==> config.mk <==
export PLATFORM = sky130hd
export DESIGN_NAME = reconnect_backoff_supervisor_flat
export DESIGN_NICKNAME = d
export VERILOG_FILES = /design/src/design/rbs_pkg.sv /design/src/design/rbs_ifs.sv /design/src/design/reconnect_backoff_supervisor.sv /design/src/flat_wrapper.sv
export SDC_FILE = /design/constraint.sdc
export NUM_CORES = 2
export LEC_CHECK = 0
export BUFFER_PORTS_ARGS = -buffer_cell sky130_fd_sc_hd__buf_2
export CAP_MARGIN = 20
export CORE_MARGIN = 5
export CORE_UTILIZATION = 45
export CTS_CLUSTER_DIAMETER = 120
export DETAILED_ROUTE_END_ITERATION = 8
export HOLD_SLACK_MARGIN = 0.1
export PLACE_DENSITY = 0.66
export SLEW_MARGIN = 10
export SYNTH_ARGS = -nofsm -noshare
export SYNTH_HDL_FRONTEND = slang
export SYNTH_SLANG_ARGS = --single-unit
==> constraint.sdc <==
create_clock -name clk -period 14.6 [get_ports clk]
set_input_delay 3.65 -clock clk [delete_from_list [all_inputs] [get_ports clk]]
set_output_delay 3.65 -clock clk [all_outputs]
set_load 0.005 [all_outputs]
==> src/design/rbs_pkg.sv <==
package rbs_pkg;

  // Field widths
  localparam int unsigned MODE_W    = 3;
  localparam int unsigned PHASE_W   = 3;
  localparam int unsigned BACKOFF_W = 20;
  localparam int unsigned CFG_W     = 32;
  localparam int unsigned OUTAGE_W  = 32;
  localparam int unsigned ADDR_W    = 5;

  // Event codes
  localparam logic [MODE_W-1:0] MODE_TICK    = 3'd0;
  localparam logic [MODE_W-1:0] MODE_UP      = 3'd1;
  localparam logic [MODE_W-1:0] MODE_DOWN    = 3'd2;
  localparam logic [MODE_W-1:0] MODE_OUTCOME = 3'd3;
  localparam logic [MODE_W-1:0] MODE_STOP    = 3'd4;

  // Register indexes (word address paddr[4:2])
  localparam logic [2:0] REG_BACKOFF_MIN  = 3'd0;
  localparam logic [2:0] REG_BACKOFF_MAX  = 3'd1;
  localparam logic [2:0] REG_CONN_TIMEOUT = 3'd2;
  localparam logic [2:0] REG_RST_THRESH   = 3'd3;
  localparam logic [2:0] REG_RST_COOLDOWN = 3'd4;
  localparam logic [2:0] REG_RST_RETRYMIN = 3'd5;

  // Encoded link phase as seen on the result channel
  localparam logic [PHASE_W-1:0] LP_CONNECTING = 3'd0;
  localparam logic [PHASE_W-1:0] LP_CONNECTED  = 3'd1;
  localparam logic [PHASE_W-1:0] LP_WAIT       = 3'd2;
  localparam logic [PHASE_W-1:0] LP_PENDING    = 3'd3;
  localparam logic [PHASE_W-1:0] LP_STOPPED    = 3'd4;

  typedef enum logic [4:0] {
    PH_CONNECTING = 5'b00001,
    PH_CONNECTED  = 5'b00010,
    PH_WAIT       = 5'b00100,
    PH_PENDING    = 5'b01000,
    PH_STOPPED    = 5'b10000
  } phase_t;

  function automatic logic [PHASE_W-1:0] phase_code(input phase_t ph);
    logic [PHASE_W-1:0] code;
    case (ph)
      PH_CONNECTING: code = LP_CONNECTING;
      PH_CONNECTED:  code = LP_CONNECTED;
      PH_WAIT:       code = LP_WAIT;
      PH_PENDING:    code = LP_PENDING;
      PH_STOPPED:    code = LP_STOPPED;
      default:       code = LP_CONNECTING;
    endcase
    return code;
  endfunction

endpackage

==> src/design/rbs_ifs.sv <==
// Event channel: one link event per beat
interface rbs_evt_if;
  logic                        valid;
  logic                        ready;
  logic [rbs_pkg::MODE_W-1:0]  mode;
  logic                        reset_good;

  modport source (output valid, output mode, output reset_good, input ready);
  modport sink   (input valid, input mode, input reset_good, output ready);
endinterface

// Status channel: one result per event beat
interface rbs_sts_if;
  logic                          valid;
  logic                          ready;
  logic [rbs_pkg::PHASE_W-1:0]   link_phase;
  logic                          connect_request;
  logic                          reset_request;
  logic [rbs_pkg::BACKOFF_W-1:0] backoff_now_ms;
  logic [rbs_pkg::OUTAGE_W-1:0]  outage_now_ms;

  modport source (output valid, output link_phase, output connect_request,
                  output reset_request, output backoff_now_ms, output outage_now_ms,
                  input ready);
  modport sink   (input valid, input link_phase, input connect_request,
                  input reset_request, input backoff_now_ms, input outage_now_ms,
                  output ready);
endinterface

==> src/design/reconnect_backoff_supervisor.sv <==
// channel   dir   handshake      payload
// evt       in    valid/ready    mode[2:0], reset_good
// sts       out   valid/ready    link_phase, connect_request, reset_request,
//                                backoff_now_ms[19:0], outage_now_ms[31:0]
// apb       in    psel/penable   6 regs at paddr 4*i (0,1: 20-bit), pready tied high
//
// One event per clock; its status beat is registered and shows in the next cycle.
// The rate is set by the single state update between the state registers and
// the status register. A new event is taken whenever the status register is
// empty or being drained this cycle. Reset (rst, synchronous) restores the
// register defaults, phase connecting and clears all timers.
module reconnect_backoff_supervisor #(
  parameter int unsigned TIMER_BITS = 32
) (
  input  logic                         clk,
  input  logic                         rst,
  rbs_evt_if.sink                      evt,
  rbs_sts_if.source                    sts,
  input  logic                         psel,
  input  logic                         penable,
  input  logic                         pwrite,
  input  logic [rbs_pkg::ADDR_W-1:0]   paddr,
  input  logic [rbs_pkg::CFG_W-1:0]    pwdata,
  output logic [rbs_pkg::CFG_W-1:0]    prdata,
  output logic                         pready
);

  localparam int unsigned CW = (TIMER_BITS > 32) ? TIMER_BITS : 32;
  localparam logic [TIMER_BITS-1:0] TMAX = {TIMER_BITS{1'b1}};

  // Configuration registers
  logic [rbs_pkg::BACKOFF_W-1:0] backoff_min;
  logic [rbs_pkg::BACKOFF_W-1:0] backoff_max;
  logic [rbs_pkg::CFG_W-1:0]     conn_timeout;
  logic [rbs_pkg::CFG_W-1:0]     rst_thresh;
  logic [rbs_pkg::CFG_W-1:0]     rst_cooldown;
  logic [rbs_pkg::CFG_W-1:0]     rst_retrymin;
  // cooldown credit after a failed reset, kept in step with the registers
  logic [rbs_pkg::CFG_W-1:0]     cool_delta;

  // Supervisor state
  rbs_pkg::phase_t               phase, phase_next;
  logic [rbs_pkg::BACKOFF_W-1:0] backoff, backoff_next;
  logic [rbs_pkg::BACKOFF_W-1:0] wait_left, wait_left_next;
  logic [TIMER_BITS-1:0]         attempt, attempt_next;
  logic [TIMER_BITS-1:0]         outage, outage_next;
  logic                          outage_run, outage_run_next;
  logic [TIMER_BITS-1:0]         since_reset, since_reset_next;
  logic                          reset_seen, reset_seen_next;

  logic                          conn_pulse;
  logic                          rst_pulse;
  logic                          drop;
  logic                          accept;
  logic                          cfg_wr;
  logic [rbs_pkg::BACKOFF_W:0]   doubled;
  logic [CW:0]                   since_sum;
  logic [CW-1:0]                 outage_ext;

  function automatic logic [TIMER_BITS-1:0] sat_inc(input logic [TIMER_BITS-1:0] v);
    return (v == TMAX) ? v : v + 1'b1;
  endfunction

  // shortened = max(ceil(c/4), retry); credit = c - shortened when positive
  function automatic logic [rbs_pkg::CFG_W-1:0] credit_of(
    input logic [rbs_pkg::CFG_W-1:0] c,
    input logic [rbs_pkg::CFG_W-1:0] retry
  );
    logic [rbs_pkg::CFG_W-1:0] quarter;
    logic [rbs_pkg::CFG_W-1:0] shortened;
    quarter   = (c >> 2) + {31'd0, |c[1:0]};
    shortened = (quarter < retry) ? retry : quarter;
    return (c > shortened) ? c - shortened : '0;
  endfunction

  // APB register file
  assign pready = 1'b1;
  assign cfg_wr = psel && penable && pwrite && pready;

  always_ff @(posedge clk) begin
    if (rst) begin
      backoff_min  <= 20'd1000;
      backoff_max  <= 20'd30000;
      conn_timeout <= 32'd20000;
      rst_thresh   <= 32'd120000;
      rst_cooldown <= 32'd600000;
      rst_retrymin <= 32'd60000;
      cool_delta   <= 32'd450000;
    end else if (cfg_wr) begin
      case (paddr[4:2])
        rbs_pkg::REG_BACKOFF_MIN:  backoff_min  <= pwdata[rbs_pkg::BACKOFF_W-1:0];
        rbs_pkg::REG_BACKOFF_MAX:  backoff_max  <= pwdata[rbs_pkg::BACKOFF_W-1:0];
        rbs_pkg::REG_CONN_TIMEOUT: conn_timeout <= pwdata;
        rbs_pkg::REG_RST_THRESH:   rst_thresh   <= pwdata;
        rbs_pkg::REG_RST_COOLDOWN: begin
          rst_cooldown <= pwdata;
          cool_delta   <= credit_of(pwdata, rst_retrymin);
        end
        rbs_pkg::REG_RST_RETRYMIN: begin
          rst_retrymin <= pwdata;
          cool_delta   <= credit_of(rst_cooldown, pwdata);
        end
        default: ;
      endcase
    end
  end

  always_comb begin
    case (paddr[4:2])
      rbs_pkg::REG_BACKOFF_MIN:  prdata = {12'd0, backoff_min};
      rbs_pkg::REG_BACKOFF_MAX:  prdata = {12'd0, backoff_max};
      rbs_pkg::REG_CONN_TIMEOUT: prdata = conn_timeout;
      rbs_pkg::REG_RST_THRESH:   prdata = rst_thresh;
      rbs_pkg::REG_RST_COOLDOWN: prdata = rst_cooldown;
      rbs_pkg::REG_RST_RETRYMIN: prdata = rst_retrymin;
      default:                   prdata = '0;
    endcase
  end

  // Handshake: the status register parts the two sides
  assign evt.ready = !sts.valid || sts.ready;
  assign accept    = evt.valid && evt.ready;

  assign doubled   = {backoff, 1'b0};
  assign since_sum = {1'b0, CW'(since_reset)} + {1'b0, CW'(cool_delta)};

  // Next state for one event
  always_comb begin
    phase_next       = phase;
    backoff_next     = backoff;
    wait_left_next   = wait_left;
    attempt_next     = attempt;
    outage_next      = outage;
    outage_run_next  = outage_run;
    since_reset_next = since_reset;
    reset_seen_next  = reset_seen;
    conn_pulse       = 1'b0;
    rst_pulse        = 1'b0;
    drop             = 1'b0;

    if (phase != rbs_pkg::PH_STOPPED) begin
      case (evt.mode)
        rbs_pkg::MODE_TICK: begin
          if (outage_run) outage_next = sat_inc(outage);
          if (reset_seen) since_reset_next = sat_inc(since_reset);
          if (phase == rbs_pkg::PH_CONNECTING) begin
            attempt_next = sat_inc(attempt);
            drop = CW'(attempt_next) > CW'(conn_timeout);
          end else if (phase == rbs_pkg::PH_WAIT) begin
            if (wait_left <= 20'd1) begin
              wait_left_next = '0;
              phase_next     = rbs_pkg::PH_CONNECTING;
              attempt_next   = '0;
              conn_pulse     = 1'b1;
              backoff_next   = (doubled > {1'b0, backoff_max}) ? backoff_max
                                                               : doubled[19:0];
            end else begin
              wait_left_next = wait_left - 1'b1;
            end
          end
        end
        rbs_pkg::MODE_UP: begin
          if (phase == rbs_pkg::PH_CONNECTING || phase == rbs_pkg::PH_CONNECTED) begin
            phase_next      = rbs_pkg::PH_CONNECTED;
            backoff_next    = backoff_min;
            outage_run_next = 1'b0;
            outage_next     = '0;
          end
        end
        rbs_pkg::MODE_DOWN: begin
          drop = (phase == rbs_pkg::PH_CONNECTING || phase == rbs_pkg::PH_CONNECTED);
        end
        rbs_pkg::MODE_OUTCOME: begin
          if (phase == rbs_pkg::PH_PENDING) begin
            if (evt.reset_good) begin
              outage_run_next = 1'b0;
              outage_next     = '0;
            end else begin
              since_reset_next = (since_sum >= {1'b0, CW'(TMAX)}) ? TMAX
                                 : since_sum[TIMER_BITS-1:0];
            end
            phase_next     = rbs_pkg::PH_WAIT;
            wait_left_next = backoff;
          end
        end
        rbs_pkg::MODE_STOP: phase_next = rbs_pkg::PH_STOPPED;
        default: ;
      endcase
    end

    // Link went down: start the outage and decide between reset and backoff
    if (drop) begin
      if (!outage_run_next) begin
        outage_run_next = 1'b1;
        outage_next     = '0;
      end
      if ((CW'(outage_next) >= CW'(rst_thresh)) &&
          (!reset_seen_next || (CW'(since_reset_next) >= CW'(rst_cooldown)))) begin
        phase_next       = rbs_pkg::PH_PENDING;
        reset_seen_next  = 1'b1;
        since_reset_next = '0;
        rst_pulse        = 1'b1;
      end else begin
        phase_next     = rbs_pkg::PH_WAIT;
        wait_left_next = backoff_next;
      end
    end
  end

  assign outage_ext = CW'(outage_next);

  // State registers
  always_ff @(posedge clk) begin
    if (rst) begin
      phase       <= rbs_pkg::PH_CONNECTING;
      backoff     <= 20'd1000;
      wait_left   <= '0;
      attempt     <= '0;
      outage      <= '0;
      outage_run  <= 1'b0;
      since_reset <= '0;
      reset_seen  <= 1'b0;
    end else if (accept) begin
      phase       <= phase_next;
      backoff     <= backoff_next;
      wait_left   <= wait_left_next;
      attempt     <= attempt_next;
      outage      <= outage_next;
      outage_run  <= outage_run_next;
      since_reset <= since_reset_next;
      reset_seen  <= reset_seen_next;
    end
  end

  // Status register
  always_ff @(posedge clk) begin
    if (rst) begin
      sts.valid <= 1'b0;
    end else if (accept) begin
      sts.valid <= 1'b1;
    end else if (sts.ready) begin
      sts.valid <= 1'b0;
    end
  end

  always_ff @(posedge clk) begin
    if (accept) begin
      sts.link_phase      <= rbs_pkg::phase_code(phase_next);
      sts.connect_request <= conn_pulse;
      sts.reset_request   <= rst_pulse;
      sts.backoff_now_ms  <= backoff_next;
      if (!outage_run_next) begin
        sts.outage_now_ms <= '0;
      end else if (outage_ext > CW'(32'hFFFF_FFFF)) begin
        sts.outage_now_ms <= '1;
      end else begin
        sts.outage_now_ms <= outage_ext[31:0];
      end
    end
  end

`ifndef SYNTHESIS
  a_pulse_excl: assert property (@(posedge clk) disable iff (rst)
    sts.valid |-> !(sts.connect_request && sts.reset_request))
    else $error("connect and reset requested in one beat");

  a_rst_pending: assert property (@(posedge clk) disable iff (rst)
    (sts.valid && sts.reset_request) |-> (sts.link_phase == rbs_pkg::LP_PENDING))
    else $error("reset request without reset pending phase");

  a_stop_sticky: assert property (@(posedge clk) disable iff (rst)
    (phase == rbs_pkg::PH_STOPPED) |=> (phase == rbs_pkg::PH_STOPPED))
    else $error("left stopped phase without reset");

  a_outage_idle: assert property (@(posedge clk) disable iff (rst)
    !outage_run |-> (outage == '0))
    else $error("outage timer nonzero while no outage");

  a_beat_out: assert property (@(posedge clk) disable iff (rst)
    accept |=> sts.valid)
    else $error("accepted event produced no status beat");
`endif

endmodule
==> src/flat_wrapper.sv <==
// flat-port wrapper written by rule: the top's interface ports become plain ports
module reconnect_backoff_supervisor_flat 
#(
  parameter int unsigned TIMER_BITS = 32
)
  (clk, rst, psel, penable, pwrite, paddr, pwdata, prdata, pready, evt_valid, evt_mode, evt_reset_good, evt_ready, sts_valid, sts_link_phase, sts_connect_request, sts_reset_request, sts_backoff_now_ms, sts_outage_now_ms, sts_ready);
  rbs_evt_if evt_i ();
  rbs_sts_if sts_i ();
  input  logic clk;
  input  logic rst;
  input  logic psel;
  input  logic penable;
  input  logic pwrite;
  input  logic [rbs_pkg::ADDR_W-1:0] paddr;
  input  logic [rbs_pkg::CFG_W-1:0] pwdata;
  output logic [rbs_pkg::CFG_W-1:0] prdata;
  output logic pready;
  input wire logic [$bits(evt_i.valid)-1:0] evt_valid;
  input wire logic [$bits(evt_i.mode)-1:0] evt_mode;
  input wire logic [$bits(evt_i.reset_good)-1:0] evt_reset_good;
  output wire logic [$bits(evt_i.ready)-1:0] evt_ready;
  output wire logic [$bits(sts_i.valid)-1:0] sts_valid;
  output wire logic [$bits(sts_i.link_phase)-1:0] sts_link_phase;
  output wire logic [$bits(sts_i.connect_request)-1:0] sts_connect_request;
  output wire logic [$bits(sts_i.reset_request)-1:0] sts_reset_request;
  output wire logic [$bits(sts_i.backoff_now_ms)-1:0] sts_backoff_now_ms;
  output wire logic [$bits(sts_i.outage_now_ms)-1:0] sts_outage_now_ms;
  input wire logic [$bits(sts_i.ready)-1:0] sts_ready;
  assign evt_i.valid = evt_valid;
  assign evt_i.mode = evt_mode;
  assign evt_i.reset_good = evt_reset_good;
  assign evt_ready = evt_i.ready;
  assign sts_valid = sts_i.valid;
  assign sts_link_phase = sts_i.link_phase;
  assign sts_connect_request = sts_i.connect_request;
  assign sts_reset_request = sts_i.reset_request;
  assign sts_backoff_now_ms = sts_i.backoff_now_ms;
  assign sts_outage_now_ms = sts_i.outage_now_ms;
  assign sts_i.ready = sts_ready;
  reconnect_backoff_supervisor #(.TIMER_BITS(TIMER_BITS)) u_core (.clk(clk), .rst(rst), .evt(evt_i), .sts(sts_i), .psel(psel), .penable(penable), .pwrite(pwrite), .paddr(paddr), .pwdata(pwdata), .prdata(prdata), .pready(pready));
endmodule
---- Word level (Yosys, flattened, before mapping) ----
Cells that the tools add are included.
word-level totals
  input bits .............................. 48
  output and inout bits ................... 92
  logic and storage cells ................. 160
  flip-flop bits (word level) ............. 401
cells by class
  add/sub/neg operators ................... 9
  bitwise operators ....................... 3
  reductions and logical operators ........ 27
  eq/ne operators ......................... 21
  order comparisons ....................... 11
  mux-type cells .......................... 68
operator list
  operator                 number
  $mux W32                 26
  $mux W20                 13
  $pmux W32 S6             1
  $pmux W32 S2             2
  $add A32 B1 Y32 const B  3
  $eq A32 B32 Y1 const B   3
  $gt A32 B32 Y1           3
  $pmux W32 S3             1
  $pmux W20 S2             2
  $ge A32 B32 Y1           2
  $lt A32 B32 Y1           2
  $sub A32 B32 Y32         2
  $add A30 B1 Y31          2
  $mux W5                  7
  $add A32 B32 Y33         1
  $ge A33 B32 Y1 const B   1
  $gt A32 B32 Y1 const B   1
  $gt A21 B20 Y1           1
  $le A20 B1 Y1 const B    1
  $pmux W5 S4              1
  $sub A20 B1 Y20 const B  1
  $reduce_and A2 Y1        7
  $eq A3 B2 Y1 const B     4
  $pmux W3 S4              1
  other kinds (21)         51

---- Depth between registers and ports, before layout ----
  depth after elaboration ................. 14
  mapped depth ............................ 36
  depth with buffers taken out ............ 32

---- Worst setup path before layout ----
Ideal clock, no wire load.
  path type ............................... input -> register
  start ................................... input pwdata[1] in the netlist's numbering
  end ..................................... register u_core.cool_delta[18] in the netlist's numbering
  required time ........................... 14.464 ns
  arrival ................................. 10.210 ns
  path buffers ............................ 3
  slack ................................... 4.254 ns
  setup time .............................. 0.136 ns
  stages .................................. 32
  cell sequence ........................... clkbuf_1 -> inv_1 -> nand2_1 -> ha_1 -> nand3_1 -> nor3_1 -> nand3_1 -> nor4_1 -> xnor2_1 -> ha_1 -> a21o_1 -> a21o_1 -> a21oi_1 -> o21ai_0 -> a21o_1 -> a21oi_1 -> nand3_1 -> o211ai_1 -> clkbuf_1 -> mux2i_1 -> ha_1 -> nor2b_1 -> o31a_1 -> o21a_1 -> a2111oi_2 -> o31ai_1 -> a221oi_2 -> nor2_1 -> buf_2 -> a21boi_0 -> a211oi_1 -> o21ai_0
between the ends
  longest elaborated chain between the ends .. 7
  elaborated cells between the ends (all ways) .. 13
  classes of those cells .................. add/sub: 3; order compare: 4; mux: 5; reduce/logical: 1
RTL lines
  item                                                       line                                 source
  start: declaration                                         flat_wrapper.sv:15                   input logic [rbs_pkg::CFG_W-1:0] pwdata;
  $reduce_or A2 Y1                                           reconnect_backoff_supervisor.sv:71   quarter = (c >> 2) + {31'd0, |c[1:0]};
  $add A30 B1 Y31                                            reconnect_backoff_supervisor.sv:71
  $lt A32 B32 Y1                                             reconnect_backoff_supervisor.sv:72   shortened = (quarter < retry) ? retry : quarter;
  $mux W32                                                   reconnect_backoff_supervisor.sv:72
  $sub A32 B32 Y32 / $gt A32 B32 Y1 (equally long branches)  reconnect_backoff_supervisor.sv:73   return (c > shortened) ? c - shortened : '0;
  $mux W32                                                   reconnect_backoff_supervisor.sv:73
  $pmux W32 S2 *                                             reconnect_backoff_supervisor.sv:90   case (paddr[4:2])
  end signal: assignment                                     reconnect_backoff_supervisor.sv:97   cool_delta <= credit_of(pwdata, rst_retrymin);
  end signal: assignment                                     reconnect_backoff_supervisor.sv:101  cool_delta <= credit_of(rst_cooldown, pwdata);
  end: declaration                                           reconnect_backoff_supervisor.sv:39   logic [rbs_pkg::CFG_W-1:0] cool_delta;
Mark *: on every way between the ends. The rest lies on a longest branch, timed or not.
A chain may end at the register's enable or synchronous reset.

---- Final worst setup path ----
Same ends and word-level chain as after synthesis.

==> impl_metrics.yaml <==
clock_network:
  clock_latency_ns: 0.62
  cts.path.max_buffers: 3
  clkSinkCount: 401
  numCtsBuffers: 48
  cts_root_buf: "clkbuf_16"
  cts_tree: "built"
  cts_hold_buf: 0
  post_cts_resized: 0
  cts.clk_slew.worst_paths_ns: 0.06
  cts_setup_buffers: 0
  htreeDepth: 2
sta:
  period_needed_ns: 11.31
  rsz0062_at_grt: "false"
  setup_viol: 0
  max_slew_margin_pct: 26.1
  tightest_slew_ns: 1.10
  drv_slew: 0
  fin_ws_ns: 3.29
  worst_clock_skew_ns: 0.0291
  finalCritPeriodShare_pct: 77.4
  max_freq_ghz: 0.0884
  setup_tns_ns: 0
  finalHoldViolCount: 0
layout:
  final_cell_count_no_fill: 5199
  drive_gt1_share_pct: 7.83
  nNetsFinal: 4547
  area_growth_pct: 9.14
yosys:
  synth.avg_cell_area_um2: 7.49
  ys_types: 91
  netlist_area_mm2: 0.0319
  syn-num-nets: 4588
  synth.yosys.seq_area_share_pct: 27.0
  async_flop_share_pct: 0
  syn_inst: 4257
  synth_edf_count: 57
  ys_ff_latch: 401
  synth-main-ff-cell: "dfxtp_1"
  ys.warnings.count: 0
grt:
  antenna_found_initial: 11
  grt_pass1_vias: 29200
  grt_max_degree: 100
  grt_pass1_wl_um: 176000
  grt_use_total_pct: 28.7
  global_route.overflow_total: 0
worst_setup_path:
  crit_required_ns: 15.12
  path_max_fanout: 32
  crit_cells: 31
  critical_path.top_delay_family: "compound AO/OA/AOI/OAI gates"
  reg2reg_depth: 33
  worst-path-buf-inv: 4
  max_stage_delay_ns: 0.70
  critPathKind: "in2reg"
  slowest_stage: "nor3_1"
  reg2reg_setup_slack_ns: 6.04
  reg2reg_to: "u_core.cool_delta[22]"
  r2r-start: "u_core.rst_cooldown[1]"
  cp.arrival_ns: 11.83
  crit_path_start_kind: "input port"
  worst_setup_path_end_kind: "register"
worst_hold_path:
  min_to: "u_core.conn_timeout[30]"
  hold_path_depth: 2
  hp-class: "reg2reg"
  hp-start: "u_core.conn_timeout[30]"
place:
  place_hpwl_um: 87600
  place_ws_ns: 2.84
  dp_cells: 5105
  gp_congestion: 0.982
  io_buffer_count: 136
power_and_ir_drop:
  power_density_mw_per_mm2: 82.9
  ir_worst_vdd_uv: 71.4
  p_leak_uw: 0.0141
floorplan:
  die_y_um: 276
  io_pins: 140
  start_util_pct: 45.5
  die_x_um: 276
  core_area_mm2: 0.0701
  rows: 97
  die_area_mm2: 0.0763
routing:
  drt_iter0_markers: 3766
  wire_per_inst_um: 22.4
  post-route-drc-count: 0
  ant_nets: 0
  firstDrtPassIters: 6
  wl_um: 117000
  num_vias: 32500
  avgViaCountPerCell: 6.26
flow_run:
  cap_violations: 0
outcome:
  status: "finished, final reports clean"
==> sequential cells by signal, indices dropped and copies added, names as in the netlist <==
register                    count
u_core.attempt                 32
u_core.conn_timeout            32
u_core.cool_delta              32
u_core.outage                  32
u_core.rst_cooldown            32
u_core.rst_retrymin            32
u_core.rst_thresh              32
u_core.since_reset             32
u_core.sts.outage_now_ms       32
u_core.backoff                 20
u_core.backoff_max             20
u_core.backoff_min             20
u_core.sts.backoff_now_ms      20
u_core.wait_left               20
u_core.phase                    5
u_core.sts.link_phase           3
u_core.outage_run               1
u_core.reset_seen               1
u_core.sts.connect_request      1
u_core.sts.reset_request        1
u_core.sts.valid                1
==> Yosys cell counts, drive strengths merged (11+ instances only) <==
cell type | n | share of area, %
o211ai | 57 | 1.3
nand3 | 133 | 2.1
a31oi | 35 | 0.69
o31ai | 30 | 0.71
mux2i | 97 | 3.0
o21a | 34 | 0.80
a211oi | 32 | 0.75
o2111ai | 12 | 0.33
and4 | 19 | 0.52
mux2 | 12 | 0.42
and2 | 30 | 0.59
dfxtp | 344 | 22
inv | 221 | 2.6
ha | 280 | 11
a21o | 106 | 2.5
a32o | 11 | 0.35
nor3 | 122 | 1.9
clkbuf | 234 | 2.8
edfxtp | 57 | 5.4
xor2 | 46 | 1.3
a21oi | 409 | 6.5
nand2b | 26 | 0.51
buf | 43 | 0.69
nor4 | 40 | 0.80
xnor2 | 116 | 3.2
a22oi | 133 | 3.1
nand3b | 15 | 0.35
nor2b | 34 | 0.67
o21bai | 13 | 0.31
a221oi | 30 | 0.84
and3 | 47 | 0.92
o21ai | 233 | 3.7
a22o | 13 | 0.36
or2 | 12 | 0.24
o22ai | 14 | 0.27
nand4 | 66 | 1.3
nand2 | 585 | 6.9
or3 | 34 | 0.70
nor2 | 343 | 4.0
==> cell usage in the layout (no fill, tap or decap), types with 97 or more instances in the layout <==
cell,instances
nor3_1,119
mux2i_1,97
buf_2,135
dfxtp_1,344
xnor2_1,116
a22oi_1,133
ha_1,280
nor2_1,339
nand3_1,132
a21o_1,106
inv_1,219
nand2_1,584
a21oi_1,407
o21ai_0,216
==> cells by family (layout without fill, tap and decap cells) <==
| family | after synthesis | count (layout) | share of synthesized area [%] |
|---|---|---|---|
| buffers and inverters | 498 | 494 | 6.05 |
| multiplexers | 109 | 109 | 3.47 |
| adder cells (fa/ha/maj) | 283 | 283 | 11.2 |
| AO/OA/AOI/OAI | 1265 | 1265 | 25.5 |
| XOR/XNOR | 162 | 162 | 4.45 |
| AND/OR/NAND/NOR | 1538 | 1538 | 22.4 |
| flip-flops | 401 | 401 | 27.0 |
| other | 1 | 7 | 0.0118 |
==> per-stage QoR <==
step	power (uW)	hold WS, ns	instance area (um^2)	utilization (%)
2_1_floorplan	1490	0.449	31900	-
3_3_place_gp	1630	0.459	33200	47.3
3_5_place_dp	1630	0.463	33200	47.3
4_1_cts	2890	0.477	34800	49.6
5_1_grt	2980	0.487	34800	49.6
6_report	2890	0.477	34800	49.6
==> worst register-to-register path: cells and delay by family (launching register included) <==
family / cells / cell delay (ns)
AO/OA/AOI/OAI: 12 / 2.87
XOR/XNOR: 1 / 0.17
multiplexers: 1 / 0.43
AND/OR/NAND/NOR: 11 / 2.31
buffers and inverters: 3 / 0.97
flip-flops: 1 / 0.43
adder cells (fa/ha/maj): 5 / 1.30
==> worst max-delay path by stage <==
stage                             to  slack (ns)       from
6_report       u_core.cool_delta[18]        3.29  pwdata[1]
4_1_cts        u_core.cool_delta[18]        3.44  pwdata[1]
3_5_place_dp   u_core.cool_delta[18]        2.84  pwdata[1]
5_1_grt        u_core.cool_delta[18]        2.60  pwdata[1]
2_1_floorplan  u_core.cool_delta[18]        4.25  pwdata[1]
3_3_place_gp   u_core.cool_delta[18]        2.88  pwdata[1]
==> metal layers <==
| layer | share of wire (%) | track usage [%] | wire length (um) | vias to the layer above |
|---|---|---|---|---|
| met3 | 10 | 5.64 | 11800 | 254 |
| met2 | 43 | 44.3 | 50300 | 1640 |
| met1 | 43 | 40.4 | 50500 | 15300 |
| li1 | - | - | - | 15400 |
| met5 | 0.030 | 0 | 35 | - |
| met4 | 3.5 | 9.18 | 4140 | 6 |
==> final cells by class <==
type                    instances  area (um^2)
inverters                     221          832
well taps                     940         1180
fillers                      7039        35300
diodes                          6         15.0
repair buffers                186         1060
multi-input cells            3358        21500
clock inverters                27          350
flip-flops and latches        401         8600
clock buffers                  60         1300
==> power breakdown <==
part / total, uW / internal, uW / leakage, uW / switching (uW)
Sequential: 1160 / 1140 / 0.00334 / 22.9
Combinational: 453 / 157 / 0.00998 / 296
Clock: 1270 / 741 / 0.000802 / 529
Total: 2890 / 2040 / 0.0141 / 848
(Power assumes the default switching activity.)
